File: src/sv/tcw_pkg.sv
`timescale 1ns / 1ps
// shared types, codes and size constants of the text console writer
// no dependencies; imported by every module of the block except tcw_ram

package tcw_pkg;

  localparam int MAX_COLS_DEF = 80;
  localparam int MAX_ROWS_DEF = 25;

  localparam int CELL_W     = 16;
  localparam int ROW_W      = 5;
  localparam int COL_W      = 7;
  localparam int COLOR_W    = 8;
  localparam int CHAR_W     = 8;
  localparam int OP_W       = 2;
  localparam int CFG_IDX_W  = 2;
  localparam int CFG_DATA_W = 8;

  localparam logic [CFG_IDX_W-1:0] CFG_COLS  = 2'd0;
  localparam logic [CFG_IDX_W-1:0] CFG_ROWS  = 2'd1;
  localparam logic [CFG_IDX_W-1:0] CFG_COLOR = 2'd2;

  localparam logic [COL_W-1:0]   RESET_COLS  = 7'd80;
  localparam logic [ROW_W-1:0]   RESET_ROWS  = 5'd25;
  localparam logic [COLOR_W-1:0] RESET_COLOR = 8'h07;

  localparam logic [CHAR_W-1:0] CH_NUL   = 8'h00;
  localparam logic [CHAR_W-1:0] CH_BS    = 8'h08;
  localparam logic [CHAR_W-1:0] CH_LF    = 8'h0A;
  localparam logic [CHAR_W-1:0] CH_CR    = 8'h0D;
  localparam logic [CHAR_W-1:0] CH_SPACE = 8'h20;

  localparam logic [CELL_W-1:0] RESET_CELL = {RESET_COLOR, CH_SPACE};

  typedef enum logic [OP_W-1:0] {
    OP_PUT   = 2'd0,
    OP_MOVE  = 2'd1,
    OP_CLEAR = 2'd2,
    OP_READ  = 2'd3
  } op_e;

  typedef enum logic [2:0] {
    ST_INIT,
    ST_IDLE,
    ST_READ,
    ST_SCROLL,
    ST_BLANK,
    ST_CLEAR,
    ST_DONE
  } state_e;

  // screen size in use and attribute, after clamping
  typedef struct packed {
    logic [ROW_W-1:0]   rows;
    logic [COL_W-1:0]   cols;
    logic [COLOR_W-1:0] color;
  } geom_t;

  typedef struct packed {
    logic [CELL_W-1:0] cell_val;
    logic [ROW_W-1:0]  row;
    logic [COL_W-1:0]  col;
  } result_t;

endpackage

File: src/sv/tcw_out_stage.sv
`timescale 1ns / 1ps
// output register of the result channel, decouples the sequencer from the receiver
// depends on tcw_pkg

module tcw_out_stage import tcw_pkg::*; (
  input  logic    clk_i,
  input  logic    rst_ni,
  input  logic    load_i,
  input  result_t result_i,
  input  logic    out_stall_i,
  output logic    slot_free_o,
  output logic    out_valid_o,
  output result_t result_o
);

  logic    valid_q, valid_d;
  result_t data_q;

  assign slot_free_o = !valid_q || !out_stall_i;

  always_comb begin
    valid_d = valid_q;
    if (load_i) begin
      valid_d = 1'b1;
    end else if (!out_stall_i) begin
      valid_d = 1'b0;
    end
  end

  always_ff @(posedge clk_i or negedge rst_ni) begin
    if (!rst_ni) begin
      valid_q <= 1'b0;
    end else begin
      valid_q <= valid_d;
    end
  end

  always_ff @(posedge clk_i) begin
    if (load_i) begin
      data_q <= result_i;
    end
  end

  assign out_valid_o = valid_q;
  assign result_o    = data_q;

endmodule

File: config.mk
export PLATFORM = sky130hd
export DESIGN_NAME = tcw_out_stage
export DESIGN_NICKNAME = d
export VERILOG_FILES = /design/src/sv/tcw_pkg.sv /design/src/sv/tcw_out_stage.sv
export SDC_FILE = /design/constraint.sdc
export NUM_CORES = 1
export LEC_CHECK = 0
export BUFFER_PORTS_ARGS = -buffer_cell sky130_fd_sc_hd__buf_2
export CORE_MARGIN = 2
export CORE_UTILIZATION = 35
export CTS_CLUSTER_SIZE = 14
export DETAILED_ROUTE_END_ITERATION = 12
export PLACE_DENSITY = 0.71
export SLEW_MARGIN = 20
export SYNTH_ARGS = -nofsm -noshare
export SYNTH_HDL_FRONTEND = slang
export SYNTH_SLANG_ARGS = --single-unit
File: constraint.sdc
create_clock -name clk_i -period 0.8 [get_ports clk_i]
set_input_delay 0 -clock clk_i [delete_from_list [all_inputs] [get_ports clk_i]]
set_output_delay 0 -clock clk_i [all_outputs]
set_load 0.05 [all_outputs]
Word level (Yosys, flattened, before mapping)
Cells that the tools add are included.
Widths: inputs -> output; s select.
- register bits: 29
- bits of input ports: 32
- equal/unequal tests: 1
- mux-type cells: 2
- reductions and logical operators: 3
- operators by type and width (operator ; count):
    $logic_not 1->1 ; 2
    $mux 1 ; 2
    $ne 2x2->1 const B ; 1
    $logic_or 1x1->1 ; 1

Longest topological paths before layout
- depth after elaboration: 2
- mapped depth: 1
- mapped depth without buffers: 1

Least setup slack after synthesis
OpenSTA, ideal clock, no wires.
- kind: flip-flop to output port
- start point: register valid_q, in the netlist out_valid_o
- end point: output slot_free_o
- setup slack: -245 ps
- path buffers: 0
- data arrival time: 1045 ps
- cell stages (with the launch flop): 2
- path through: dfrtp_1 nand2_1
- cells in the longest elaborated chain, start to end: 2
- RTL lines (element ; line ; RTL):
    from (decl) ; tcw_out_stage.sv:16 ; logic valid_q, valid_d;
    from (signal assigned) ; tcw_out_stage.sv:34 ; valid_q <= valid_d;
    $logic_not 1->1 ; tcw_out_stage.sv:19 ; assign slot_free_o = !valid_q || !out_stall_i;
    $logic_or 1x1->1 ; tcw_out_stage.sv:19 ;
    to (decl) ; tcw_out_stage.sv:11 ; output logic slot_free_o,
Every way passes these cells.

Final worst setup path
Ends and elaborated chain as after synthesis.

==> flow_summary.rst <==
.. list-table::
   :header-rows: 1

   * - Metric
     - Value
   * - Run status
     - finished with violations
   * - Violated checks
     - negative hold slack, negative setup slack
   * - CP cell instances
     - nand2_2, buf_6
   * - Reported max-cap violation count
     - 0
   * - CP Capture Type
     - primary output
   * - Final hold violations
     - 1
   * - Final-layout fill cell count
     - about 140
   * - Via-to-Cell Ratio
     - approximately 4.4
   * - Portion of total power attributed to combinational logic
     - between 20% and 30%
   * - Period Utilization, post-route
     - 117%
   * - Net count, final
     - about 160
   * - Cts-stage hold buffer count
     - 31
   * - Synthesized area
     - 877 um^2
   * - Worst-skew pair later-pin latency
     - roughly 0.30 ns
   * - Worst IR Drop VDD
     - around 1.5 mV
   * - Max Transition Viols Final
     - 0
   * - Global-route wire length before repair
     - approximately 3600 um
   * - Global-route met1 utilization
     - approximately a fifth
   * - Buffer cell driving the clock tree root
     - clkbuf_4
   * - Max Clock Freq
     - about 1100 MHz
   * - Final sum of negative setup slack
     - -2.19 ns
   * - Routed length per instance
     - ~16 um
   * - Top cells by area, synth
     - edfxtp_1 (96%), dfrtp_1 (2.9%), a21o_1 (0.86%)
   * - Clock tree from TritonCTS
     - done
   * - Cell internal power dissipation
     - 2.50 mW
   * - Post-placement worst setup slack
     - between 0.1 and 0.15 ns
   * - Number of ports placed on the die boundary
     - between 60 and 70
   * - Min-Delay Path Class
     - input pin to flop
   * - Met2 GRT Util
     - roughly 36%
   * - Routed vias
     - 706
   * - RSZ-0062 raised after global routing
     - yes
   * - Critical path class
     - flop to primary output
   * - Pre-antenna DRT Iters
     - 6
   * - Post-Synthesis Net Count
     - 63
   * - Prevailing post-synth register cell
     - edfxtp_1
   * - Worst hold slack
     - -0.0569 ns
   * - Relative contribution of sequential cells to total power
     - between 50% and 60%
   * - Data required time of the critical path
     - 0.80 ns
   * - Worst Setup Start Kind
     - flop
   * - Maximum number of pins on one net before global-route repair
     - 29
   * - Starting utilization of the core area
     - ~36%
   * - Met3 Usage GRT
     - 6.94%
   * - Number of standard cells after synthesis
     - 31
   * - Cell area power density
     - between 1500 and 2000 nW/um^2
   * - Overflow left after global routing
     - 0
   * - Cell at the slowest stage of the critical path
     - dfrtp_2
   * - Top cells by instance count after synthesis
     - edfxtp_1 (28), a21o_1 (1), dfrtp_1 (1), nand2_1 (1)
   * - Slowest stage delay, CP
     - between 0.4 and 0.5 ns
   * - Synthesized area per cell
     - 28.3 um^2
   * - Antenna violations before repair
     - 0
   * - Sequential element share of the synthesized area
     - a little over nine tenths
   * - Layout area overhead
     - 103%
   * - Via count of the first global-routing pass
     - 730
   * - Flip-flop and latch count after synthesis
     - 29
   * - I/O Buffers
     - about 60
   * - Share of the synthesized area in the top cell type
     - a little over nine tenths
   * - Detail Route Antenna Nets
     - 0
   * - Tmin final
     - ~0.94 ns
   * - Smallest setup slack after layout
     - -0.138 ns
   * - Total number of clock tree sinks
     - 29
   * - Maximum level of the CTS H-tree
     - 2
   * - Die outline area
     - just under 3000 um^2
   * - Fraction of layout cells with a size suffix above 1
     - approximately 53%
   * - Sw frac
     - just under 30%
   * - Dominant cell type by area after synthesis
     - edfxtp_1
   * - Utilization after layout
     - 73.3%
   * - Static Leak
     - about 0.76 nW
   * - Total clock buffers created by CTS
     - 5
   * - RePlAce Congestion
     - between 0.6 and 0.7
   * - Asr flop ratio synth
     - 3.45%
   * - Antenna diode count
     - 0
   * - Worst-case clock skew
     - 0 ns
   * - Yosys warning total
     - 0
   * - Number of unique standard cell types used by synthesis
     - 4
   * - Worst-path clk slew
     - roughly 0.070 ns
   * - Final setup viols
     - 30
   * - Die boundary width
     - about 54 um
   * - Drt drc
     - 0
   * - Busiest grt layer
     - met2
   * - Most repeated cell in the gate-level netlist after synthesis
     - edfxtp_1
   * - Largest driver fanout on the critical path
     - 3
   * - Floorplan row count
     - 18
   * - Overall global routing resource usage
     - between 10% and 20%
   * - Slew headroom
     - between 90 and 100%
   * - Core area
     - between 2000 and 2500 um^2
   * - EDFF count, synth
     - 28
   * - Arrival time worst endpoint
     - between 0.9 and 1 ns
   * - Worst-Margin Slew
     - 0.150 ns
   * - DPL Wire Length
     - approximately 1400 um
   * - Switching power
     - 1.04 mW
   * - Detailed Route WL
     - 2580 um
   * - Initial drt markers
     - 10
   * - Buffer depth of the longest clock path
     - 2
   * - Y dimension of the die
     - 54.1 um
   * - Clock power frac
     - 21.1%
power groups by stage:
| stage | clock network (mW) | registers, mW | logic (mW) |
|---|---|---|---|
| global route | 0.835 | 1.87 | 0.968 |
| floorplan | 0 | 2.29 | 0.0175 |
| CTS | 0.772 | 1.86 | 0.921 |
| detailed placement | 0 | 1.86 | 0.664 |
| finish | 0.746 | 1.86 | 0.931 |
| global placement | 0 | 1.85 | 0.658 |
sequential cells by signal, indices dropped and copies added, names as in the netlist:
| name | count |
|---|---|
| out_valid_o | 1 |
| result_o | 28 |
per-stage QoR:
stage	cells	total power [mW]	instance area [um^2]	hold slack, ns
after floorplan	31	2.30	881	-0.296
final	161	3.54	1780	-0.0569
after CTS	161	3.55	1780	-0.0661
after global placement	123	2.51	1240	-0.225
after global routing	161	3.68	1780	-0.0730
after detailed placement	123	2.53	1240	-0.222
cell type report:
| cell class | instances | area [um^2] | area share [%] |
|---|---|---|---|
| Sequential cell | 29 | 867 | 48.6 |
| Timing Repair Buffer | 93 | 820 | 46.0 |
| Clock buffer | 6 | 41.3 | 2.32 |
| Tap cell | 30 | 37.5 | 2.11 |
| Multi-Input combinational cell | 2 | 13.8 | 0.772 |
| Clock inverter | 1 | 3.75 | 0.211 |
worst max-delay path, delay by kind of cell, from the launching register on:
kind	cells	cell delay [ns]
DFF	1	0.43
buffers and inverters	1	0.15
and+or+nand+nor	1	0.07
logic make-up (layout without fill, tap and decap cells):
family	count (synthesis)	in the layout	share of synthesized area, %
AO/OA/AOI/OAI	1	1	0.856
buffers and inverters	0	100	0
flip-flops	29	29	98.7
AND/OR/NAND/NOR	1	1	0.428
layer usage:
layer / part of all wire (%) / routed length, um
met1: 34 / 887
met2: 60 / 1550
met3: 4.4 / 114
met4: 1.0 / 26
met5: 0 / 0
worst paths after layout:
path                        startpoint          end  slack, ns  cells after the start
setup / recovery           out_valid_o  slot_free_o      -0.14                      2
hold / removal             out_stall_i  out_valid_o      -0.06                      2
setup reg to reg           out_valid_o  out_valid_o       0.10                      1
hold reg to reg            out_valid_o  out_valid_o       0.54                      1
max in group asynchronous       rst_ni  out_valid_o       0.15                      3
min in group asynchronous       rst_ni  out_valid_o       0.53                      3
placed cells by master, fill, tap and decap left out:
cell	instances
clkinv_1	1
nand2_2	1
a21o_1	1
buf_4	1
dlygate4sd3_1	31
clkbuf_1	1
buf_12	1
clkbuf_4	5
buf_6	29
edfxtp_1	28
dfrtp_2	1
buf_2	31
what timing repair did:
action	in CTS	in global routing
buffers inserted	0	0
pin swaps	0	0
endpoints found under the setup margin	30	30
endpoints found under the hold margin	30	1
resized for setup	59	0
No activity file was read; power rests on OpenSTA's default activity.
