### src/sv/tcw_pkg.sv
`timescale 1ns / 1ps
// shared types, codes and size constants of the text console writer
// no dependencies; imported by every module of the block except tcw_ram

package tcw_pkg;

  localparam int MAX_COLS_DEF = 80;
  localparam int MAX_ROWS_DEF = 25;

  localparam int CELL_W     = 16;
  localparam int ROW_W      = 5;
  localparam int COL_W      = 7;
  localparam int COLOR_W    = 8;
  localparam int CHAR_W     = 8;
  localparam int OP_W       = 2;
  localparam int CFG_IDX_W  = 2;
  localparam int CFG_DATA_W = 8;

  localparam logic [CFG_IDX_W-1:0] CFG_COLS  = 2'd0;
  localparam logic [CFG_IDX_W-1:0] CFG_ROWS  = 2'd1;
  localparam logic [CFG_IDX_W-1:0] CFG_COLOR = 2'd2;

  localparam logic [COL_W-1:0]   RESET_COLS  = 7'd80;
  localparam logic [ROW_W-1:0]   RESET_ROWS  = 5'd25;
  localparam logic [COLOR_W-1:0] RESET_COLOR = 8'h07;

  localparam logic [CHAR_W-1:0] CH_NUL   = 8'h00;
  localparam logic [CHAR_W-1:0] CH_BS    = 8'h08;
  localparam logic [CHAR_W-1:0] CH_LF    = 8'h0A;
  localparam logic [CHAR_W-1:0] CH_CR    = 8'h0D;
  localparam logic [CHAR_W-1:0] CH_SPACE = 8'h20;

  localparam logic [CELL_W-1:0] RESET_CELL = {RESET_COLOR, CH_SPACE};

  typedef enum logic [OP_W-1:0] {
    OP_PUT   = 2'd0,
    OP_MOVE  = 2'd1,
    OP_CLEAR = 2'd2,
    OP_READ  = 2'd3
  } op_e;

  typedef enum logic [2:0] {
    ST_INIT,
    ST_IDLE,
    ST_READ,
    ST_SCROLL,
    ST_BLANK,
    ST_CLEAR,
    ST_DONE
  } state_e;

  // screen size in use and attribute, after clamping
  typedef struct packed {
    logic [ROW_W-1:0]   rows;
    logic [COL_W-1:0]   cols;
    logic [COLOR_W-1:0] color;
  } geom_t;

  typedef struct packed {
    logic [CELL_W-1:0] cell_val;
    logic [ROW_W-1:0]  row;
    logic [COL_W-1:0]  col;
  } result_t;

endpackage

### src/sv/tcw_ctrl.sv
`timescale 1ns / 1ps
// sequencer: cursor, operation decode, scroll / clear / init sweeps over the screen ram
// depends on tcw_pkg; drives the ports of a tcw_ram instance

module tcw_ctrl import tcw_pkg::*; #(
  parameter int MaxCols = MAX_COLS_DEF,
  parameter int MaxRows = MAX_ROWS_DEF,
  localparam int Cells = MaxRows * MaxCols,
  localparam int AddrW = (Cells > 1) ? $clog2(Cells) : 1
) (
  input  logic              clk_i,
  input  logic              rst_ni,
  input  logic              in_valid_i,
  output logic              in_stall_o,
  input  logic [OP_W-1:0]   opcode_i,
  input  logic [CHAR_W-1:0] char_code_i,
  input  logic [ROW_W-1:0]  target_row_i,
  input  logic [COL_W-1:0]  target_col_i,
  input  geom_t             geom_i,
  input  logic              slot_free_i,
  output logic              load_o,
  output result_t           result_o,
  output logic              mem_we_o,
  output logic [AddrW-1:0]  mem_waddr_o,
  output logic [CELL_W-1:0] mem_wdata_o,
  output logic [AddrW-1:0]  mem_raddr_o,
  input  logic [CELL_W-1:0] mem_rdata_i
);

  function automatic logic [AddrW-1:0] cell_addr(input logic [ROW_W-1:0] r,
                                                 input logic [COL_W-1:0] c);
    return AddrW'(int'(r) * MaxCols + int'(c));
  endfunction

  state_e            state_q, state_d;
  logic [ROW_W-1:0]  cur_row_q, cur_row_d;
  logic [COL_W-1:0]  cur_col_q, cur_col_d;
  logic [CELL_W-1:0] cell_q, cell_d;
  logic [ROW_W-1:0]  scan_row_q, scan_row_d;
  logic [COL_W-1:0]  scan_col_q, scan_col_d;
  logic [AddrW-1:0]  sweep_q, sweep_d;
  logic              mv_pend_q, mv_pend_d;
  logic [AddrW-1:0]  mv_addr_q, mv_addr_d;

  logic              accept;
  logic [ROW_W-1:0]  last_row, eff_row, tgt_row, bs_row;
  logic [COL_W-1:0]  last_col, eff_col, tgt_col, bs_col;
  logic [ROW_W:0]    row_inc;
  logic [COL_W:0]    col_inc;
  logic [CELL_W-1:0] blank;
  logic              new_line;

  assign in_stall_o = (state_q != ST_IDLE);
  assign accept     = (state_q == ST_IDLE) && in_valid_i;

  always_comb begin
    last_row = geom_i.rows - ROW_W'(1);
    last_col = geom_i.cols - COL_W'(1);
    // cursor pulled back inside a shrunk screen
    eff_row  = (cur_row_q >= geom_i.rows) ? last_row : cur_row_q;
    eff_col  = (cur_col_q >= geom_i.cols) ? last_col : cur_col_q;
    tgt_row  = (target_row_i < geom_i.rows) ? target_row_i : last_row;
    tgt_col  = (target_col_i < geom_i.cols) ? target_col_i : last_col;
    row_inc  = {1'b0, eff_row} + (ROW_W+1)'(1);
    col_inc  = {1'b0, eff_col} + (COL_W+1)'(1);
    // backspace at column 0 goes to the last column of the row above (the top row stays)
    bs_row   = (eff_col == '0 && eff_row != '0) ? eff_row - ROW_W'(1) : eff_row;
    bs_col   = (eff_col == '0) ? last_col : eff_col - COL_W'(1);
    blank    = {geom_i.color, CH_SPACE};
  end

  always_comb begin
    state_d     = state_q;
    cur_row_d   = cur_row_q;
    cur_col_d   = cur_col_q;
    cell_d      = cell_q;
    scan_row_d  = scan_row_q;
    scan_col_d  = scan_col_q;
    sweep_d     = sweep_q;
    mv_pend_d   = 1'b0;
    mv_addr_d   = mv_addr_q;
    mem_we_o    = 1'b0;
    mem_waddr_o = '0;
    mem_wdata_o = '0;
    mem_raddr_o = cell_addr(scan_row_q, scan_col_q);
    load_o      = 1'b0;
    new_line    = 1'b0;

    // second half of a scroll move: data read last cycle goes one row up
    if (mv_pend_q) begin
      mem_we_o    = 1'b1;
      mem_waddr_o = mv_addr_q;
      mem_wdata_o = mem_rdata_i;
    end

    unique case (state_q)
      ST_INIT: begin
        mem_we_o    = 1'b1;
        mem_waddr_o = sweep_q;
        mem_wdata_o = RESET_CELL;
        if (sweep_q == AddrW'(Cells - 1)) begin
          state_d = ST_IDLE;
        end else begin
          sweep_d = sweep_q + AddrW'(1);
        end
      end

      ST_IDLE: begin
        if (accept) begin
          state_d   = ST_DONE;
          cell_d    = '0;
          cur_row_d = eff_row;
          cur_col_d = eff_col;
          unique case (op_e'(opcode_i))
            OP_PUT: begin
              unique case (char_code_i)
                CH_NUL: begin
                end
                CH_BS: begin
                  cur_row_d   = bs_row;
                  cur_col_d   = bs_col;
                  mem_we_o    = 1'b1;
                  mem_waddr_o = cell_addr(bs_row, bs_col);
                  mem_wdata_o = blank;
                end
                CH_CR: begin
                  cur_col_d = '0;
                end
                CH_LF: begin
                  new_line = 1'b1;
                end
                default: begin
                  mem_we_o    = 1'b1;
                  mem_waddr_o = cell_addr(eff_row, eff_col);
                  mem_wdata_o = {geom_i.color, char_code_i};
                  if (col_inc >= {1'b0, geom_i.cols}) begin
                    new_line = 1'b1;
                  end else begin
                    cur_col_d = col_inc[COL_W-1:0];
                  end
                end
              endcase
              if (new_line) begin
                cur_col_d = '0;
                if (row_inc >= {1'b0, geom_i.rows}) begin
                  cur_row_d  = last_row;
                  scan_col_d = '0;
                  scan_row_d = ROW_W'(1);
                  state_d    = (geom_i.rows == ROW_W'(1)) ? ST_BLANK : ST_SCROLL;
                end else begin
                  cur_row_d = row_inc[ROW_W-1:0];
                end
              end
            end
            OP_MOVE: begin
              cur_row_d = tgt_row;
              cur_col_d = tgt_col;
            end
            OP_CLEAR: begin
              cur_row_d = '0;
              cur_col_d = '0;
              sweep_d   = '0;
              state_d   = ST_CLEAR;
            end
            OP_READ: begin
              mem_raddr_o = cell_addr(tgt_row, tgt_col);
              state_d     = ST_READ;
            end
          endcase
        end
      end

      ST_READ: begin
        cell_d  = mem_rdata_i;
        state_d = ST_DONE;
      end

      ST_SCROLL: begin
        mv_pend_d = 1'b1;
        mv_addr_d = cell_addr(scan_row_q - ROW_W'(1), scan_col_q);
        if (scan_col_q == last_col) begin
          scan_col_d = '0;
          if (scan_row_q == last_row) begin
            state_d = ST_BLANK;
          end else begin
            scan_row_d = scan_row_q + ROW_W'(1);
          end
        end else begin
          scan_col_d = scan_col_q + COL_W'(1);
        end
      end

      ST_BLANK: begin
        // waits while the last move still holds the write port
        if (!mv_pend_q) begin
          mem_we_o    = 1'b1;
          mem_waddr_o = cell_addr(last_row, scan_col_q);
          mem_wdata_o = blank;
          if (scan_col_q == last_col) begin
            state_d = ST_DONE;
          end else begin
            scan_col_d = scan_col_q + COL_W'(1);
          end
        end
      end

      ST_CLEAR: begin
        mem_we_o    = 1'b1;
        mem_waddr_o = sweep_q;
        mem_wdata_o = blank;
        if (sweep_q == AddrW'(Cells - 1)) begin
          state_d = ST_DONE;
        end else begin
          sweep_d = sweep_q + AddrW'(1);
        end
      end

      ST_DONE: begin
        if (slot_free_i) begin
          load_o  = 1'b1;
          state_d = ST_IDLE;
        end
      end
    endcase
  end

  assign result_o = '{cell_val: cell_q, row: cur_row_q, col: cur_col_q};

  always_ff @(posedge clk_i or negedge rst_ni) begin
    if (!rst_ni) begin
      state_q   <= ST_INIT;
      cur_row_q <= '0;
      cur_col_q <= '0;
      sweep_q   <= '0;
      mv_pend_q <= 1'b0;
    end else begin
      state_q   <= state_d;
      cur_row_q <= cur_row_d;
      cur_col_q <= cur_col_d;
      sweep_q   <= sweep_d;
      mv_pend_q <= mv_pend_d;
    end
  end

  always_ff @(posedge clk_i) begin
    cell_q     <= cell_d;
    scan_row_q <= scan_row_d;
    scan_col_q <= scan_col_d;
    mv_addr_q  <= mv_addr_d;
  end

endmodule

### config.mk
export PLATFORM = sky130hd
export DESIGN_NAME = tcw_ctrl
export DESIGN_NICKNAME = d
export VERILOG_FILES = /design/src/sv/tcw_pkg.sv /design/src/sv/tcw_ctrl.sv
export SDC_FILE = /design/constraint.sdc
export NUM_CORES = 1
export LEC_CHECK = 0
export BUFFER_PORTS_ARGS = -buffer_cell sky130_fd_sc_hd__buf_2
export CORE_MARGIN = 2
export CORE_UTILIZATION = 60
export CTS_BUF_LIST = sky130_fd_sc_hd__clkbuf_16
export CTS_CLUSTER_DIAMETER = 40
export DETAILED_ROUTE_END_ITERATION = 10
export PLACE_DENSITY = 0.83
export SLEW_MARGIN = 20
export SYNTH_ARGS = -nofsm -noshare
export SYNTH_HDL_FRONTEND = slang
export SYNTH_SLANG_ARGS = --single-unit
### constraint.sdc
create_clock -name clk_i -period 10.2 [get_ports clk_i]
set_clock_uncertainty 0.2 [all_clocks]
set_input_delay 0.51 -clock clk_i [delete_from_list [all_inputs] [get_ports clk_i]]
set_output_delay 0.51 -clock clk_i [all_outputs]
set_load 0.02 [all_outputs]
# Word level (Yosys, flattened, before mapping)
# Cells that the tools add are included.
word_totals:
  regBits: 66
  output_inout_bits: 69
op_classes:
  addsub: 16
  n_mul: 6
  magnitude_cmp: 6
  n_eq_ne: 32
  muxes: 77
  n_reduce_logical: 21
ops:
  columns: ["cell", "count"]
  rows:
  - ["$mux W11", 10]
  - ["$mux W7", 12]
  - ["$mux W16", 5]
  - ["$add A11 B7 Y11", 6]
  - ["$pmux W16 S2", 2]
  - ["$pmux W16 S4", 1]
  - ["$pmux W7 S3", 3]
  - ["$mux W5", 12]
  - ["$pmux W11 S2", 2]
  - ["$mul A5 B3 Y7 const B", 6]
  - ["$mux W3", 11]
  - ["$pmux W11 S3", 1]
  - ["$eq A8 B4 Y1 const B", 3]
  - ["$ne A2 B2 Y1 const B", 11]
  - ["$pmux W3 S7", 1]
  - ["$pmux W5 S3", 1]
  - ["$sub A5 B1 Y5 const B", 3]
  - ["$reduce_and A7 Y1", 2]
  - ["$sub A7 B1 Y7 const B", 2]
  - ["$mux W1", 12]
  - ["$add A11 B1 Y11 const B", 1]
  - ["$eq A11 B11 Y1 const B", 1]
  - ["$pmux W5 S2", 1]
  - ["$eq A3 B3 Y1 const B", 3]
  - ["35 further kinds", 46]

# Logic depth before layout (Yosys ltp)
logic_depth:
  word_depth: 13
  mapped_depth: 28

# Least setup slack after synthesis
# No wires, ideal clock.
synth_timing:
  path_type: "input -> output"
  from: "input port geom_i[12] in the netlist's numbering"
  to: "output port mem_waddr_o[10]"
  arrival_time_ns: 6.135
  setup_slack_ns: 3.355
  cell_stages: 24
  n_path_buf: 4
  cell_sequence: "clkbuf_1 inv_1 ha_1 a211oi_1 nor2_1 a211o_1 buf_6 buf_2 o21ai_0 ha_1 inv_1 or3_1 clkbuf_1 mux2i_1 ha_1 ha_1 inv_1 fa_1 nor3_1 o21ai_0 a31o_2 nor4_1 a211oi_1 a222oi_1"
synth_via:
  elab_chain_len: 11
  word_cells_on_any_way: 15
synth_lines:
  columns: ["item", "line_no", "text"]
  rows:
  - ["from (decl)", "tcw_ctrl.sv:19", "input geom_t geom_i,"]
  - ["$sub A7 B1 Y7 / $ge A7 B7 Y1 (equally long branches)", "tcw_ctrl.sv:58, tcw_ctrl.sv:61", null]
  - ["$mux W7", "tcw_ctrl.sv:61", "eff_col = (cur_col_q >= geom_i.cols) ? last_col : cur_col_q;"]
  - ["$logic_not A7 Y1", "tcw_ctrl.sv:67, tcw_ctrl.sv:68", null]
  - ["$logic_and A1 B1 Y1", "tcw_ctrl.sv:67", "bs_row = (eff_col == '0 && eff_row != '0) ? eff_row - ROW_W'(1) : eff_row;"]
  - ["$mux W5", "tcw_ctrl.sv:67", null]
  - ["$mul A5 B3 Y7", "tcw_ctrl.sv:32", "return AddrW'(int'(r) * MaxCols + int'(c));"]
  - ["$add A11 B7 Y11", "tcw_ctrl.sv:32", null]
  - ["$pmux W11 S2 (*)", "tcw_ctrl.sv:116", "unique case (char_code_i)"]
  - ["$mux W11 (*)", "tcw_ctrl.sv:114", "unique case (op_e'(opcode_i))"]
  - ["$mux W11 (*)", "tcw_ctrl.sv:109", "if (accept) begin"]
  - ["$pmux W11 S3 (*)", "tcw_ctrl.sv:96", "unique case (state_q)"]
  - ["to (decl)", "tcw_ctrl.sv:24", "output logic [AddrW-1:0] mem_waddr_o,"]
# Mark *: on every way between the ends. The rest lies on a longest branch, timed or not.

# Final worst setup path
layout_timing:
  from: "register cur_col_q[0]"
  to: "output port mem_waddr_o[10]"
layout_via:
  elab_chain_len: 11
  word_cells_on_any_way: 14
layout_lines:
  columns: ["item", "line_no", "text"]
  rows:
  - ["from (decl)", "tcw_ctrl.sv:37", "logic [COL_W-1:0] cur_col_q, cur_col_d;"]
  - ["from (signal assigned)", "tcw_ctrl.sv:239", "cur_col_q <= cur_col_d;"]
  - ["$ge A7 B7 Y1", "tcw_ctrl.sv:61", null]
  - ["$mux W7 (*)", "tcw_ctrl.sv:61", null]
  - ["$logic_not A7 Y1", "tcw_ctrl.sv:67, tcw_ctrl.sv:68", null]
  - ["$logic_and A1 B1 Y1", "tcw_ctrl.sv:67", null]
  - ["$mux W5", "tcw_ctrl.sv:67", null]
  - ["$mul A5 B3 Y7", "tcw_ctrl.sv:32", null]
  - ["$add A11 B7 Y11", "tcw_ctrl.sv:32", null]
  - ["$pmux W11 S2 (*)", "tcw_ctrl.sv:116", null]
  - ["$mux W11 (*)", "tcw_ctrl.sv:114", null]
  - ["$mux W11 (*)", "tcw_ctrl.sv:109", null]
  - ["$pmux W11 S3 (*)", "tcw_ctrl.sv:96", null]
# Marks and branches as above.

==> impl_results.html <==
<table>
<tr><th>Metric</th><th>Value</th></tr>
<tr><th colspan="2">Final layout</th></tr>
<tr><td>Relative area change from synthesis to final layout</td><td>11.9%</td></tr>
<tr><td>Layout cells sized above 1</td><td>17.0%</td></tr>
<tr><td>Multi-input logic area</td><td>6580 sq um</td></tr>
<tr><td>Post-layout util</td><td>68.6%</td></tr>
<tr><td>Number of filler cells placed in the layout</td><td>1168</td></tr>
<tr><td>Post-layout nets</td><td>1347</td></tr>
<tr><td>Final standard cell area without fillers</td><td>9930 sq um</td></tr>
<tr><td>Seq. cell area</td><td>1850 sq um</td></tr>
<tr><td>Ant diodes</td><td>0</td></tr>
<tr><th colspan="2">Logic synthesis</th></tr>
<tr><td>Simple-gate area share of the yosys netlist</td><td>19.4%</td></tr>
<tr><td>FFs w/ async S/R, synth</td><td>40.9%</td></tr>
<tr><td>Synth top cells by count</td><td>ha_1 (101), nand2_1 (99), nor2_1 (90)</td></tr>
<tr><td>Area share of the largest cell type after synthesis</td><td>14.2%</td></tr>
<tr><td>Multiplexer area fraction after synthesis</td><td>5.60%</td></tr>
<tr><td>Largest area contributor in the synthesized netlist</td><td>ha_1</td></tr>
<tr><td>Top cells by area, synth</td><td>ha_1 (14%), edfxtp_1 (13%), dfrtp_1 (7.6%)</td></tr>
<tr><td>Predominant post-synthesis flop cell</td><td>edfxtp_1</td></tr>
<tr><td>Number of distinct standard cells referenced by the synthesized netlist</td><td>90</td></tr>
<tr><td>Gate count after technology mapping</td><td>1066</td></tr>
<tr><td>Number of synthesized flops with an enable pin</td><td>39</td></tr>
<tr><td>Sequential area share after synthesis</td><td>20.8%</td></tr>
<tr><td>Area fraction in compound gates after synthesis</td><td>22.2%</td></tr>
<tr><td>Number of warnings reported in the yosys synthesis log</td><td>0</td></tr>
<tr><td>Avg Cell Area, Syn</td><td>8.32 sq um</td></tr>
<tr><td>Post-synthesis share of cell area spent on full adders, half adders and majority gates</td><td>17.0%</td></tr>
<tr><td>Cell with the most instances after synthesis</td><td>ha_1</td></tr>
<tr><td>Number of synthesized register bits</td><td>66</td></tr>
<tr><td>Main combinational cell family by area after synthesis</td><td>compound AO/OA/AOI/OAI gates</td></tr>
<tr><td>Post-synth net total</td><td>1241</td></tr>
<tr><td>Synthesized-area fraction occupied by xor and xnor cells</td><td>10.0%</td></tr>
<tr><td>Post-synthesis instance area</td><td>8870 sq um</td></tr>
<tr><th colspan="2">Clocking</th></tr>
<tr><td>Number of buffers inserted by post-CTS setup repair</td><td>0</td></tr>
<tr><td>Count of hold-fix buffers inserted at cts</td><td>0</td></tr>
<tr><td>Clk sink count</td><td>66</td></tr>
<tr><td>Cts bufs inserted</td><td>9</td></tr>
<tr><td>Master cell of the clock root buffer</td><td>clkbuf_16</td></tr>
<tr><td># resized after CTS</td><td>0</td></tr>
<tr><td>TritonCTS clock tree</td><td>yes</td></tr>
<tr><td>H-Tree Level Count</td><td>3</td></tr>
<tr><td>Insertion delay to the later sink of the worst-skew pair</td><td>0.34 ns</td></tr>
<tr><td>Clock Pin Slew Worst Setup and Hold Paths</td><td>0.07 ns</td></tr>
<tr><td>Maximum buffer depth of the clock tree</td><td>2</td></tr>
<tr><th colspan="2">Floorplan</th></tr>
<tr><td>Die width</td><td>126 microns</td></tr>
<tr><td>Initial Utilization</td><td>61.3%</td></tr>
<tr><td>Die Outline Area</td><td>15800 sq um</td></tr>
<tr><td>Area of the core</td><td>14500 sq um</td></tr>
<tr><td>I/O pin total</td><td>131</td></tr>
<tr><td>Number of standard-cell rows in the floorplan</td><td>44</td></tr>
<tr><td>Chip Height</td><td>126 microns</td></tr>
<tr><th colspan="2">STA</th></tr>
<tr><td>Final Worst Setup Slack</td><td>2.62 ns</td></tr>
<tr><td>Peak Freq</td><td>132 MHz</td></tr>
<tr><td>Setup repair after global routing missed its margin</td><td>false</td></tr>
<tr><td>Final Critical Period</td><td>7.58 ns</td></tr>
<tr><td>Setup TNS Final</td><td>0 ns</td></tr>
<tr><td>Final setup violation count</td><td>0</td></tr>
<tr><td>Final number of max-transition violations</td><td>0</td></tr>
<tr><td>Tightest slew margin relative to the limit</td><td>31.1%</td></tr>
<tr><td>Final hold viol count</td><td>0</td></tr>
<tr><td>Hold Slack</td><td>0.0458 ns</td></tr>
<tr><td>Measured slew at the worst slew-check pin</td><td>1.03 ns</td></tr>
<tr><td>Ratio of final minimum period to clock period</td><td>74.3%</td></tr>
<tr><th colspan="2">Drt</th></tr>
<tr><td>Residual antenna-violating net count after detailed routing</td><td>0</td></tr>
<tr><td>Routed wirelength normalized by instance count</td><td>20.2 microns</td></tr>
<tr><td>DRT iter0 DRCs</td><td>1194</td></tr>
<tr><td>Number of iterations in the first detailed-routing pass</td><td>8</td></tr>
<tr><td>Detailed Route WL</td><td>27.5 mm</td></tr>
<tr><td>Via density per instance</td><td>6.52</td></tr>
<tr><td>DRC violation count after routing</td><td>0</td></tr>
<tr><td>Vias after detailed routing</td><td>8878</td></tr>
<tr><th colspan="2">Setup path</th></tr>
<tr><td>Critical Path Source Type</td><td>register</td></tr>
<tr><td>Critical path required time</td><td>9.49 ns</td></tr>
<tr><td>Crit path DAT</td><td>6.87 ns</td></tr>
<tr><td>Crit path kind</td><td>reg2out</td></tr>
<tr><td>Capturing element type of the critical path</td><td>output port</td></tr>
<tr><td>Worst Path Max Fanout</td><td>8</td></tr>
<tr><th colspan="2">Placement</th></tr>
<tr><td>Routability congestion estimate</td><td>0.995</td></tr>
<tr><td>Post-placement worst setup slack</td><td>2.80 ns</td></tr>
<tr><td>Final HPWL from detailed placement</td><td>21.4 mm</td></tr>
<tr><td>Port-buffer cells</td><td>130</td></tr>
<tr><td>Area of placed instances</td><td>9620 sq um</td></tr>
<tr><th colspan="2">Pwr</th></tr>
<tr><td>Power density normalized to cell area</td><td>329 nW/um^2</td></tr>
<tr><td>Leakage power summed over all cells</td><td>4.48 nW</td></tr>
<tr><td>Largest vdd supply drop</td><td>0.170 mV</td></tr>
<tr><th colspan="2">Worst hold path</th></tr>
<tr><td>Path type of the worst min-delay path</td><td>in2async</td></tr>
<tr><th colspan="2">GRT</th></tr>
<tr><td>Largest net degree at the start of global routing</td><td>32</td></tr>
<tr><td>Antenna violations before repair</td><td>1</td></tr>
<tr><td>GR Util All Layers</td><td>34.8%</td></tr>
<tr><td>Wire length of the first global-routing pass</td><td>44.2 mm</td></tr>
<tr><td>Overflow left after global routing</td><td>0</td></tr>
<tr><td>Vias in the first global route</td><td>8417</td></tr>
<tr><th colspan="2">Run</th></tr>
<tr><td>Number of max-cap violations</td><td>0</td></tr>
<tr><th colspan="2">Run status</th></tr>
<tr><td>Status</td><td>completed</td></tr>
</table>
cell usage in the layout (no fill, tap or decap), types with 8 or more instances in the layout:
cell and n:
and2_1 19, and3_1 9, nor3_1 21, a31oi_1 12, dfrtp_1 27, o22ai_1 8
a21oi_1 63, o211ai_1 10, a22o_1 11, xor2_1 40, buf_2 130, ha_1 101
nor2_1 90, inv_1 66, o21a_1 13, nand2b_1 9, buf_4 9, nand3_1 36
a21o_1 16, fa_1 12, mux2_2 14, nand2_1 99, or3_1 8, edfxtp_1 39
nor2b_1 15, o21ai_0 55, a222oi_1 10, mux2i_1 31, clkbuf_16 10, xnor2_1 52
report_power, final:
group          internal (W)  leakage, nW  total (W)  switching [W]
logic              0.000922         3.62    0.00236        0.00144
registers          0.000404        0.707   0.000585       0.000181
clock network      0.000202        0.155   0.000326       0.000124
total               0.00153         4.48    0.00327        0.00174
metrics by stage:
step | power (W) | cells
floorplan | 0.00224 | 1066
global placement | 0.00284 | 1345
detailed placement | 0.00287 | 1345
CTS | 0.00322 | 1361
global route | 0.00352 | 1361
finish | 0.00327 | 1361
flip-flops by register name, summed over array words and instances (netlist names), 3 cells and up:
signal,flops
sweep_q,11
cell_q,16
scan_row_q,5
state_q,3
cur_col_q,7
cur_row_q,5
mv_addr_q,11
scan_col_q,7
cell type report:
cell class / count / area share [%]
tap: 184 / 2.32
clock inverter: 6 / 0.567
sequential: 66 / 18.6
multi-input combinational: 889 / 66.2
inverter: 67 / 2.53
timing repair buffer: 139 / 7.23
clock buffer: 10 / 2.52
cells by family after synthesis:
logic type                 count (synthesis)
and+or+nand+nor                          349
AOI/OAI and AO/OA                        284
adders and majority gates                113
buffers and inverters                    111
xor gates and xnor gates                  96
DFF                                       66
muxes                                     47
worst paths after layout:
kind	startpoint	to	slack [ns]	cells after the start
min	rst_ni	state_q[0]	0.05	1
min in group clk_i	mem_rdata_i[7]	cell_q[7]	0.28	2
max reg2reg	cur_col_q[0]	scan_row_q[1]	3.70	20
max in group asynchronous	rst_ni	cur_row_q[2]	9.26	1
max	cur_col_q[0]	mem_waddr_o[10]	2.62	21
min reg2reg	sweep_q[9]	sweep_q[9]	0.38	2
layer usage:
metal | routed length [microns] | global-route usage, %
met5 | 0 | 0
met4 | 929 | 13.3
met3 | 2960 | 7.02
met2 | 12400 | 54.4
met1 | 11300 | 47.6
critical path, stage by stage, from the launching register on:
cell and delay, ns:
dfrtp_1 0.43, inv_1 0.10, ha_1 0.27, nand2b_1 0.14
a211o_1 0.33, a211oi_2 0.54, mux2i_1 0.52, ha_1 0.39
inv_1 0.20, or3_1 0.49, mux2i_1 0.39, ha_1 0.31
ha_1 0.21, inv_1 0.07, fa_1 0.44, nor3_1 0.32
o21ai_0 0.15, a31o_2 0.26, nor4_1 0.19, a211oi_1 0.10
a222oi_1 0.44, buf_2 0.26
(Power assumes the default switching activity.)
